File: src/rtl/wat_pkg.sv
package wat_pkg;

  localparam int HOUR_W   = 5;
  localparam int MINUTE_W = 6;
  localparam int DAYS_W   = 7;
  localparam int WDAY_W   = 3;
  localparam int ID_W     = 5;
  localparam int STATUS_W = 2;
  localparam int OP_W     = 2;
  localparam int MASK_W   = 16;

  localparam logic [OP_W-1:0] OP_CREATE = 2'd0;
  localparam logic [OP_W-1:0] OP_DELETE = 2'd1;
  localparam logic [OP_W-1:0] OP_CHECK  = 2'd2;

  localparam logic [STATUS_W-1:0] ST_OK        = 2'd0;
  localparam logic [STATUS_W-1:0] ST_FULL      = 2'd1;
  localparam logic [STATUS_W-1:0] ST_NOT_FOUND = 2'd2;

  typedef struct packed {
    logic [DAYS_W-1:0]   days;
    logic                rep;
    logic [MINUTE_W-1:0] minute;
    logic [HOUR_W-1:0]   hour;
  } wat_entry_t;

  // Commands from the controller to the datapath.
  typedef struct packed {
    logic load;
    logic decode;
    logic issue;
    logic finish;
  } wat_cmd_t;

  // Status from the datapath to the controller.
  typedef struct packed {
    logic walk;
    logic last;
  } wat_sts_t;

endpackage

File: src/rtl/weekday_alarm_table_top.sv
// Weekday alarm table: a compacted list of up to TABLE_DEPTH alarms.
// Command channel: drive op and its operand fields with start high; the beat
// is taken at a clock edge where start is high and busy is low. The fields are
// captured at that edge and need not be held afterwards.
// Result channel: done is high for exactly one cycle while status, new_id,
// ring_mask, ring_count and alarm_count hold the result; the receiver must
// take it in that cycle, as it cannot hold results off.
// Sequence: create and unused ops go from decode straight to drain and response.
// A check over n held entries, and a delete that moves n later entries down,
// walks the table one entry a cycle through its single read port between
// decode and drain. busy falls in the cycle after done.
// Reset: rst clears the entry count to zero and returns the controller to
// idle; table contents are only read below the entry count.
module weekday_alarm_table_top #(
  parameter int TABLE_DEPTH = 16
) (
  input  logic                              clk,
  input  logic                              rst,
  input  logic                              start,
  output logic                              busy,
  input  logic [wat_pkg::OP_W-1:0]          op,
  input  logic [wat_pkg::HOUR_W-1:0]        hour,
  input  logic [wat_pkg::MINUTE_W-1:0]      minute,
  input  logic                              repeat_req,
  input  logic [wat_pkg::DAYS_W-1:0]        day_mask,
  input  logic [wat_pkg::ID_W-1:0]          alarm_id,
  input  logic [wat_pkg::WDAY_W-1:0]        weekday,
  output logic                              done,
  output logic [wat_pkg::STATUS_W-1:0]      status,
  output logic [wat_pkg::ID_W-1:0]          new_id,
  output logic [wat_pkg::MASK_W-1:0]        ring_mask,
  output logic [wat_pkg::ID_W-1:0]          ring_count,
  output logic [wat_pkg::ID_W-1:0]          alarm_count
);

  wat_pkg::wat_cmd_t cmd;
  wat_pkg::wat_sts_t sts;

  wat_ctrl u_ctrl (
    .clk   (clk),
    .rst   (rst),
    .start (start),
    .sts   (sts),
    .cmd   (cmd),
    .busy  (busy),
    .done  (done)
  );

  wat_dp #(
    .TABLE_DEPTH (TABLE_DEPTH)
  ) u_dp (
    .clk         (clk),
    .rst         (rst),
    .cmd         (cmd),
    .sts         (sts),
    .op          (op),
    .hour        (hour),
    .minute      (minute),
    .repeat_req  (repeat_req),
    .day_mask    (day_mask),
    .alarm_id    (alarm_id),
    .weekday     (weekday),
    .status      (status),
    .new_id      (new_id),
    .ring_mask   (ring_mask),
    .ring_count  (ring_count),
    .alarm_count (alarm_count)
  );

endmodule

File: src/rtl/wat_ctrl.sv
module wat_ctrl (
  input  logic              clk,
  input  logic              rst,
  input  logic              start,
  input  wat_pkg::wat_sts_t sts,
  output wat_pkg::wat_cmd_t cmd,
  output logic              busy,
  output logic              done
);

  typedef enum logic [4:0] {
    S_IDLE   = 5'b00001,
    S_DECODE = 5'b00010,
    S_WALK   = 5'b00100,
    S_DRAIN  = 5'b01000,
    S_RESP   = 5'b10000
  } state_t;

  state_t state;
  state_t state_next;

  always_ff @(posedge clk) begin
    if (rst) begin
      state <= S_IDLE;
    end else begin
      state <= state_next;
    end
  end

  always_comb begin
    state_next = state;
    cmd        = '0;
    unique case (state)
      S_IDLE: begin
        if (start) begin
          cmd.load   = 1'b1;
          state_next = S_DECODE;
        end
      end
      S_DECODE: begin
        cmd.decode = 1'b1;
        state_next = sts.walk ? S_WALK : S_DRAIN;
      end
      S_WALK: begin
        cmd.issue = 1'b1;
        if (sts.last) begin
          state_next = S_DRAIN;
        end
      end
      S_DRAIN: begin
        // The last entry read in the walk is consumed in this cycle.
        cmd.finish = 1'b1;
        state_next = S_RESP;
      end
      S_RESP: begin
        state_next = S_IDLE;
      end
      default: begin
        state_next = S_IDLE;
      end
    endcase
  end

  assign busy = (state != S_IDLE);
  assign done = (state == S_RESP);

  a_state_onehot: assert property (@(posedge clk) disable iff (rst) $onehot(state))
    else $error("controller state is not one-hot");

  a_resp_after_drain: assert property (@(posedge clk) disable iff (rst)
    (state == S_RESP) |-> ($past(state) == S_DRAIN))
    else $error("response without a preceding drain cycle");

endmodule

File: src/rtl/wat_dp.sv
module wat_dp #(
  parameter int TABLE_DEPTH = 16
) (
  input  logic                              clk,
  input  logic                              rst,
  input  wat_pkg::wat_cmd_t                 cmd,
  output wat_pkg::wat_sts_t                 sts,
  input  logic [wat_pkg::OP_W-1:0]          op,
  input  logic [wat_pkg::HOUR_W-1:0]        hour,
  input  logic [wat_pkg::MINUTE_W-1:0]      minute,
  input  logic                              repeat_req,
  input  logic [wat_pkg::DAYS_W-1:0]        day_mask,
  input  logic [wat_pkg::ID_W-1:0]          alarm_id,
  input  logic [wat_pkg::WDAY_W-1:0]        weekday,
  output logic [wat_pkg::STATUS_W-1:0]      status,
  output logic [wat_pkg::ID_W-1:0]          new_id,
  output logic [wat_pkg::MASK_W-1:0]        ring_mask,
  output logic [wat_pkg::ID_W-1:0]          ring_count,
  output logic [wat_pkg::ID_W-1:0]          alarm_count
);

  localparam int CNT_W = $clog2(TABLE_DEPTH + 1);
  localparam int IDX_W = (TABLE_DEPTH > 1) ? $clog2(TABLE_DEPTH) : 1;
  localparam int CMP_W = ((CNT_W > wat_pkg::ID_W) ? CNT_W : wat_pkg::ID_W) + 1;

  logic [wat_pkg::OP_W-1:0]     op_q;
  logic [wat_pkg::HOUR_W-1:0]   hour_q;
  logic [wat_pkg::MINUTE_W-1:0] minute_q;
  logic                         rep_q;
  logic [wat_pkg::DAYS_W-1:0]   days_q;
  logic [wat_pkg::ID_W-1:0]     id_q;
  logic [wat_pkg::WDAY_W-1:0]   wday_q;

  wat_pkg::wat_entry_t mem [TABLE_DEPTH];
  wat_pkg::wat_entry_t rd_entry;
  wat_pkg::wat_entry_t new_entry;

  logic [CNT_W-1:0]               count;
  logic [CNT_W-1:0]               ptr;
  logic [CNT_W-1:0]               tag;
  logic [CNT_W-1:0]               tag_m1;
  logic                           rd_vld;
  logic [wat_pkg::STATUS_W-1:0]   status_q;
  logic [wat_pkg::ID_W-1:0]       new_id_q;
  logic [wat_pkg::MASK_W-1:0]     mask_q;
  logic [CNT_W-1:0]               ring_q;

  logic [CMP_W-1:0] id_ext;
  logic [CMP_W-1:0] cnt_ext;
  logic [CMP_W-1:0] tag_ext;
  logic [CNT_W:0]   ptr_inc;
  logic [wat_pkg::DAYS_W:0] day8;
  logic del_ok;
  logic full;
  logic fires;
  logic do_create;

  assign id_ext    = CMP_W'(id_q);
  assign cnt_ext   = CMP_W'(count);
  assign tag_ext   = CMP_W'(tag);
  assign tag_m1    = tag - CNT_W'(1);
  assign ptr_inc   = {1'b0, ptr} + (CNT_W + 1)'(1);
  assign del_ok    = (id_q != '0) && (id_ext <= cnt_ext);
  assign full      = (cnt_ext >= CMP_W'(TABLE_DEPTH));
  assign do_create = cmd.decode && (op_q == wat_pkg::OP_CREATE) && !full;

  // Weekday seven has no day bit and reads the zero on top.
  assign day8  = {1'b0, rd_entry.days};
  assign fires = (rd_entry.hour == hour_q) && (rd_entry.minute == minute_q) &&
                 (rd_entry.rep || day8[wday_q]);

  assign new_entry.days   = days_q;
  assign new_entry.rep    = rep_q;
  assign new_entry.minute = minute_q;
  assign new_entry.hour   = hour_q;

  always_comb begin
    sts.walk = 1'b0;
    if (op_q == wat_pkg::OP_CHECK) begin
      sts.walk = (count != '0);
    end else if (op_q == wat_pkg::OP_DELETE) begin
      sts.walk = del_ok && (id_ext < cnt_ext);
    end
    sts.last = (ptr_inc == {1'b0, count});
  end

  always_ff @(posedge clk) begin
    if (rst) begin
      count  <= '0;
      rd_vld <= 1'b0;
    end else begin
      rd_vld <= cmd.issue;
      if (do_create) begin
        count <= count + CNT_W'(1);
      end else if (cmd.finish && (op_q == wat_pkg::OP_DELETE) &&
                   (status_q == wat_pkg::ST_OK)) begin
        count <= count - CNT_W'(1);
      end
    end
  end

  always_ff @(posedge clk) begin
    if (cmd.load) begin
      op_q     <= op;
      hour_q   <= hour;
      minute_q <= minute;
      rep_q    <= repeat_req;
      days_q   <= day_mask;
      id_q     <= alarm_id;
      wday_q   <= weekday;
    end
    if (cmd.decode) begin
      mask_q   <= '0;
      ring_q   <= '0;
      new_id_q <= '0;
      status_q <= wat_pkg::ST_OK;
      // A check walks from the first entry, a delete from the entry after the removed one.
      ptr <= (op_q == wat_pkg::OP_CHECK) ? '0 : CNT_W'(id_q);
      if (op_q == wat_pkg::OP_CREATE) begin
        if (full) begin
          status_q <= wat_pkg::ST_FULL;
        end else begin
          new_id_q <= wat_pkg::ID_W'({1'b0, count} + (CNT_W + 1)'(1));
        end
      end else if (op_q == wat_pkg::OP_DELETE) begin
        if (!del_ok) begin
          status_q <= wat_pkg::ST_NOT_FOUND;
        end
      end
    end else if (rd_vld && (op_q == wat_pkg::OP_CHECK) && fires) begin
      ring_q <= ring_q + CNT_W'(1);
      if (tag_ext < CMP_W'(wat_pkg::MASK_W)) begin
        mask_q <= mask_q | (wat_pkg::MASK_W'(1) << tag_ext[3:0]);
      end
    end
    if (cmd.issue) begin
      ptr <= ptr + CNT_W'(1);
      tag <= ptr;
    end
  end

  // Table storage: one write and one registered read per cycle.
  always_ff @(posedge clk) begin
    if (cmd.issue) begin
      rd_entry <= mem[ptr[IDX_W-1:0]];
    end
    if (do_create) begin
      mem[count[IDX_W-1:0]] <= new_entry;
    end else if (rd_vld && (op_q == wat_pkg::OP_DELETE)) begin
      mem[tag_m1[IDX_W-1:0]] <= rd_entry;
    end
  end

  assign status      = status_q;
  assign new_id      = new_id_q;
  assign ring_mask   = mask_q;
  assign ring_count  = wat_pkg::ID_W'(ring_q);
  assign alarm_count = wat_pkg::ID_W'(count);

  a_count_bound: assert property (@(posedge clk) disable iff (rst)
    cnt_ext <= CMP_W'(TABLE_DEPTH))
    else $error("entry count above table depth");

  a_issue_in_range: assert property (@(posedge clk) disable iff (rst)
    cmd.issue |-> (ptr < count))
    else $error("table read beyond the held entries");

  a_shift_target: assert property (@(posedge clk) disable iff (rst)
    (rd_vld && (op_q == wat_pkg::OP_DELETE)) |-> (tag != '0))
    else $error("delete shift would write below entry zero");

endmodule
File: config.mk
export PLATFORM = sky130hd
export DESIGN_NAME = weekday_alarm_table_top
export DESIGN_NICKNAME = d
export VERILOG_FILES = /design/src/rtl/wat_pkg.sv /design/src/rtl/weekday_alarm_table_top.sv /design/src/rtl/wat_ctrl.sv /design/src/rtl/wat_dp.sv
export SDC_FILE = /design/constraint.sdc
export NUM_CORES = 1
export LEC_CHECK = 0
export BUFFER_PORTS_ARGS = -buffer_cell sky130_fd_sc_hd__buf_2
export CORE_UTILIZATION = 60
export DETAILED_ROUTE_END_ITERATION = 10
export PLACE_DENSITY = 0.84
export SYNTH_ARGS = -nofsm -noshare
export SYNTH_HDL_FRONTEND = slang
export SYNTH_SLANG_ARGS = --single-unit
File: constraint.sdc
create_clock -name clk -period 6.6 [get_ports clk]
set_clock_uncertainty 0.2 [all_clocks]
set_input_delay 0.33 -clock clk [delete_from_list [all_inputs] [get_ports clk]]
set_output_delay 0.33 -clock clk [all_outputs]
set_load 0.1 [all_outputs]
# Word-level counts from Yosys, hierarchy flattened
# Memory sizes are Yosys's and may differ from the RTL's. A register that Yosys moved wholly into a read port is not among the register bits.
# Cells that the tools add are included.
[totals]
register_bits = 78
ramBits = 304
inputBits = 32
output_inout_bits = 35
wordCells = 98
n_memories = 1
[mem_list]
columns = ["memory", "words", "word_bits", "read_ports", "rd_ports_with_merged_regs", "write_ports", "line_no", "source"]
rows = [
  ["u_dp.mem", 16, 19, 1, 1, 1, "wat_dp.sv:34", "wat_pkg::wat_entry_t mem [TABLE_DEPTH];"],
]
[op_classes]
n_addsub = 7
order_cmp = 5
eq_ne = 13
shifts = 1
mux = 30
n_bitwise = 2
reduce_logical = 23
[op_table]
columns = ["op", "count"]
rows = [
  ["two-way mux 5 bit", 7],
  ["adder 5 x 1 -> 5 bit (second input constant)", 4],
  ["case mux 5 bit (4 select lines)", 1],
  ["two-way mux 19 bit", 1],
  ["OR reduction 19 bit", 1],
  ["bitwise OR 16 bit", 1],
  ["<< shifter 1 x 4 -> 16 bit (first input constant)", 1],
  ["two-way mux 1 bit", 15],
  ["logical AND 1 bit", 11],
  ["nonzero test 5 bit", 2],
  ["two-way mux 4 bit", 2],
  ["adder 5 x 1 -> 6 bit (second input constant)", 1],
  ["equality test 6 x 5 -> 1 bit", 1],
  ["equality test 6 bit", 1],
  ["two-way mux 2 bit", 3],
  ["equality test 5 x 1 -> 1 bit (second input constant)", 1],
  ["equality test 5 x 2 -> 1 bit (second input constant)", 1],
  ["equality test 5 x 3 -> 1 bit (second input constant)", 1],
  ["equality test 5 x 4 -> 1 bit (second input constant)", 1],
  ["equality test 5 bit", 1],
  ["equality test 5 bit (second input constant)", 1],
  ["greater-or-equal comparator 5 bit (second input constant)", 1],
  ["less-or-equal comparator 5 bit", 1],
  ["less-than comparator 5 bit", 1],
  ["16 further kinds", 20],
]

# Depth between registers and ports, before layout
[depth]
word_depth = 8
ltp_mapped = 8
ltp_nobuf = 7

# Cells and area by module
# Synthesis repeated with hierarchy kept, for this count alone.
[unflattened]
hier_cells = 958
area_unflattened_um2 = 16246.8
[by_module_without_submodules]
columns = ["mod", "instances", "cells_per_inst", "area_each_um2", "seq_area_each_um2"]
rows = [
  ["wat_dp", 1, 923, 15969.1, 11621.1],
  ["wat_ctrl", 1, 35, 277.8, 100.1],
]

# Least setup slack after synthesis
# Ideal clock, no wire load.
[synth_timing]
path_kind = "register to register"
from = "register u_ctrl.state[1]"
to = "register u_dp.days_q[0] (netlist bit), enable pin"
setup_time_ns = 0.415
arrival_time_ns = 2.866
slack_ns = 3.119
path_stages_with_launch = 5
n_path_buf = 0
cell_sequence = "dfxtp_1 or3_1 nor3b_1 inv_1 nor2_1"
[synth_rtl]
columns = ["element", "line_no", "source"]
rows = [
  ["start: declaration", "wat_ctrl.sv:19", "state_t state;"],
  ["start signal: assignment", "wat_ctrl.sv:26", "state <= state_next;"],
  ["end signal: assignment", "wat_dp.sv:108", "days_q <= day_mask;"],
  ["end: declaration", "wat_dp.sv:30", "logic [wat_pkg::DAYS_W-1:0] days_q;"],
]

# Final worst setup path
[layout_timing]
from = "register u_dp.op_q[1] (netlist bit)"
to = "memory u_dp.mem[12][12] (netlist bit), enable pin"
[layout_between]
elab_chain_cells = 7
word_cells_on_any_way = 13
classes_between = "1 x eq/ne; 7 x mux; 5 x reduce/logical"
[layout_lines]
columns = ["element", "line_no", "source"]
rows = [
  ["start: declaration", "wat_dp.sv:26", "logic [wat_pkg::OP_W-1:0] op_q;"],
  ["start signal: assignment", "wat_dp.sv:104", "op_q <= op;"],
  ["equality test 2 x 1 -> 1 bit / logical NOT 2 bit (equally long branches)", "wat_dp.sv:149, wat_dp.sv:65", ""],
  ["logical AND 1 bit (on tied branches)", "wat_dp.sv:149, wat_dp.sv:65", ""],
  ["two-way mux 1 bit / logical AND 1 bit (equally long branches)", "wat_dp.sv:149, wat_dp.sv:65", ""],
  ["two-way mux 1 bit", "wat_dp.sv:147", "if (do_create) begin"],
  ["two-way mux 1 bit (not written as such)", "wat_dp.sv:150", "mem[tag_m1[IDX_W-1:0]] <= rd_entry;"],
  ["OR reduction 19 bit (no source line)", "n/a", ""],
  ["two-way mux 4 bit (no source line) / two-way mux 1 bit (equally long branches)", "n/a", ""],
  ["end: declaration", "wat_dp.sv:34", ""],
]
# Parallel ways exist; a longest one is shown, timed or not.

==> metrics.txt <==
# diodes 0; Relative slew margins 13.8%; Avg Inst Size Synth ~16 um2; CP max FO 23; Crit. Startpoint u_dp.op_q[1]$_DFFE_PP_; CTS Hold Bufs 31; RSZ-0062 raised after global routing false; TritonCTS buffer count 41; # port buffers 66; Die Area 27,500 um2; Skew-Pair Late Insertion Delay 0.54 ns; Sink Count 401; Max Slew Vio Count 0; failing checks DRC; FFs w/ async S/R, synth 0%; CTS tree built; Hold Vio Cnt, Final 0; leakage power 6.42 nW; Worst-path clk slew 0.06 ns; final setup fails 0; sw power ~0.0011 W; internal power ~0.0041 W; Seq/Total Area, Yosys 72.7%; total global routing overflow 0; CP required 6.55 ns; fraction of layout cells with a size suffix above 1 19.6%; Final Cycle Share 53.3%; Total GRT Usage 26.5%; Sw Ratio between 20% and 30%; max-cap check violation count 0; I/O Pins 67; Comb power frac 3.9%; Slew @ Worst Pin 1.29 ns; Post-synth EDFFs 369; Area Overhead vs Synth 13.9%; crit path time final 3.52 ns; CP startpoint kind register; critical path's slowest cell and3b_1; RePlAce Congestion 0.866; hold crit path type reg -> reg; Post-DP HPWL around 22 mm; power density cells roughly 280 nW/um2; nets 1,127; DR vias 9,183; outcome finished with violations; Mapped Cells 978; VDD IR max 295 uV; Data arrival, critical path 3.46 ns; total power 0.00523 W; largest net degree at the start of global routing 120; CTS Buffer Depth 3; Distinct cells, synth 51; antenna viol nets, final 0; slowest cell delay on critical path 0.91 ns; DR pass1 iterations 8; initial drt markers between 1,000 and 1,500; Setup Fix Bufs, Post-CTS 0; worst hold path depth 2; CP Class reg -> reg; Worst Reg-to-Reg Cells 5; root buffer cell clkbuf_16; sequential share of power 54.0%; FP Rows 59; drt wl/cell 24.6 um; Core Area 26,200 um2; vias in the first global route 9,179; first-pass GRT wire length 54.3 mm; die height ~170 um; Starting Density 61.5%; worst hold start u_dp.ring_mask[15]$_SDFFE_PP0P_; Clk pwr share 42.1%; Synth Warn # 0; most frequent CP cell nand2_1; syn_nets 1,025; DRC viols 10; Total Routed Length 35.5 mm; H-tree levels 2; fmax between 200 and 300 MHz; worst r2r src u_dp.op_q[1]$_DFFE_PP_; initial antenna violation count 0; die width 166 um; post-synthesis cell area approximately 16,000 um2; #FFs+latches synth roughly 400; CP Cell Sequence and3b_1 > nand2_1 > o21ai_0 > nand2_1 > nor2_2; ys flop type edfxtp_1; via density per instance ~6.4; setup tns final 0 ns; CTS resizes 0; nature of the critical path endpoint register
-- cell type report --
cell class,count,area [um2]
Sequential cell,401,11700
Fill cell,1555,7850
Multi-Input combinational cell,517,4200
Clock buffer,51,1060
Timing Repair Buffer,102,691
Tap cell,335,419
Clock inverter,20,196
Inverter,17,63.8
-- kinds of logic after synthesis --
| group | after synthesis | share of synthesized area [%] |
|---|---|---|
| fa+ha+maj | 15 | 1.16 |
| mux | 123 | 10.8 |
| xor+xnor | 26 | 1.41 |
| compound gates | 139 | 6.14 |
| buf+inv | 60 | 1.52 |
| flops | 401 | 72.7 |
| simple gates | 214 | 6.19 |
-- cells in the mapped netlist (9+ instances only) --
master	n	area, um2
buf_2	10	50.1
edfxtp_1	369	11100
ha_1	15	188
a221oi_1	19	166
o21ai_0	45	225
nand2b_1	10	62.6
clkbuf_1	24	90.1
mux2_2	21	236
nand3_1	15	75.1
xnor2_1	21	184
nor3_1	9	45.0
nand2_1	115	432
inv_1	17	63.8
a21oi_1	24	120
dfxtp_1	32	641
mux4_2	39	878
nor2_1	31	116
mux2i_1	63	631
a22oi_1	19	143
-- cells in the final DEF, fill, tap and decap left out, types with 3 or more instances in the layout --
cell | Yosys | final
edfxtp_1 | 369 | 369
nand2_1 | 115 | 115
buf_2 | 10 | 66
mux2i_1 | 63 | 63
o21ai_0 | 45 | 45
clkbuf_16 | 0 | 41
mux4_2 | 39 | 39
dfxtp_1 | 32 | 32
dlygate4sd3_1 | 0 | 31
a21oi_1 | 24 | 24
xnor2_1 | 21 | 21
mux2_2 | 21 | 21
a221oi_1 | 19 | 19
a22oi_1 | 19 | 19
inv_1 | 17 | 17
nor2_2 | 0 | 16
nand3_1 | 15 | 15
ha_1 | 15 | 15
nor2_1 | 31 | 14
nand2b_1 | 10 | 10
clkbuf_1 | 24 | 10
nor3_1 | 9 | 9
o41ai_2 | 8 | 8
o41ai_1 | 8 | 8
clkinv_1 | 0 | 7
clkinv_2 | 0 | 6
xor2_1 | 5 | 5
and2_1 | 5 | 5
a31oi_1 | 4 | 4
o22ai_1 | 4 | 4
and3_1 | 4 | 4
buf_4 | 0 | 4
nand4_1 | 3 | 3
bufinv_16 | 0 | 3
-- path summary, 6_finish.rpt --
path | to | slack [ns]
min | u_dp.ring_mask[15]$_SDFFE_PP0P_ | 0.25
max | u_dp.mem[12][12]$_DFFE_PP_ | 3.08
min reg2reg | u_dp.ring_mask[15]$_SDFFE_PP0P_ | 0.25
max reg2reg | u_dp.mem[12][12]$_DFFE_PP_ | 3.08
-- per-layer routing --
| layer | track usage, % | vias to the layer above | wire length (um) |
|---|---|---|---|
| met5 | 0 | - | 0 |
| met4 | 9.87 | 0 | 1150 |
| met1 | 35.9 | 4589 | 13800 |
| li1 | - | 4018 | - |
| met3 | 6.82 | 88 | 3440 |
| met2 | 41.8 | 488 | 17100 |
-- per-stage QoR --
stage / hold WS [ns] / worst slack [ns] / area (um2) / std cells / util (%)
final: 0.252 / 3.08 / 18400 / 1443 / 70.0
after CTS: 0.253 / 3.14 / 18400 / 1443 / 70.0
after detailed placement: 0.238 / 3.16 / 16800 / 1341 / 64.0
after global routing: 0.281 / 2.85 / 18400 / 1443 / 70.0
after floorplan: 0.202 / 3.12 / 16100 / 978 / -
after global placement: 0.227 / 3.29 / 16800 / 1341 / 64.0
-- state kept, by name, indices dropped and copies added (netlist names) --
signal            flops
u_dp.rd_entry        12
u_dp.alarm_count      5
u_dp.wday_q           3
u_dp.hour_q           5
u_dp.ptr              5
u_dp.ring_mask       16
u_dp.rep_q            1
u_dp.status           2
u_dp.id_q             5
u_ctrl.state          5
u_dp.op_q             2
u_dp.days_q           7
u_dp.rd_vld           1
u_dp.ring_count       5
u_dp.day8             7
u_dp.minute_q         6
u_dp.mem            304
u_dp.new_id           5
u_dp.tag              5
-- power groups by stage --
stage,clock (W),sequential [W],combinational [W]
finish,0.00220,0.00283,0.000202
global route,0.00230,0.00283,0.000219
CTS,0.00221,0.00283,0.000203
detailed placement,0,0.00288,0.000187
global placement,0,0.00288,0.000180
floorplan,0,0.00288,0.000112
-- critical path: cells and delay by family, from the launching register on --
| kind | cells | cell delay (ns) |
|---|---|---|
| DFF | 1 | 0.50 |
| AOI/OAI and AO/OA | 1 | 0.22 |
| and+or+nand+nor | 4 | 2.17 |
Power figures use the tool's default switching activity.
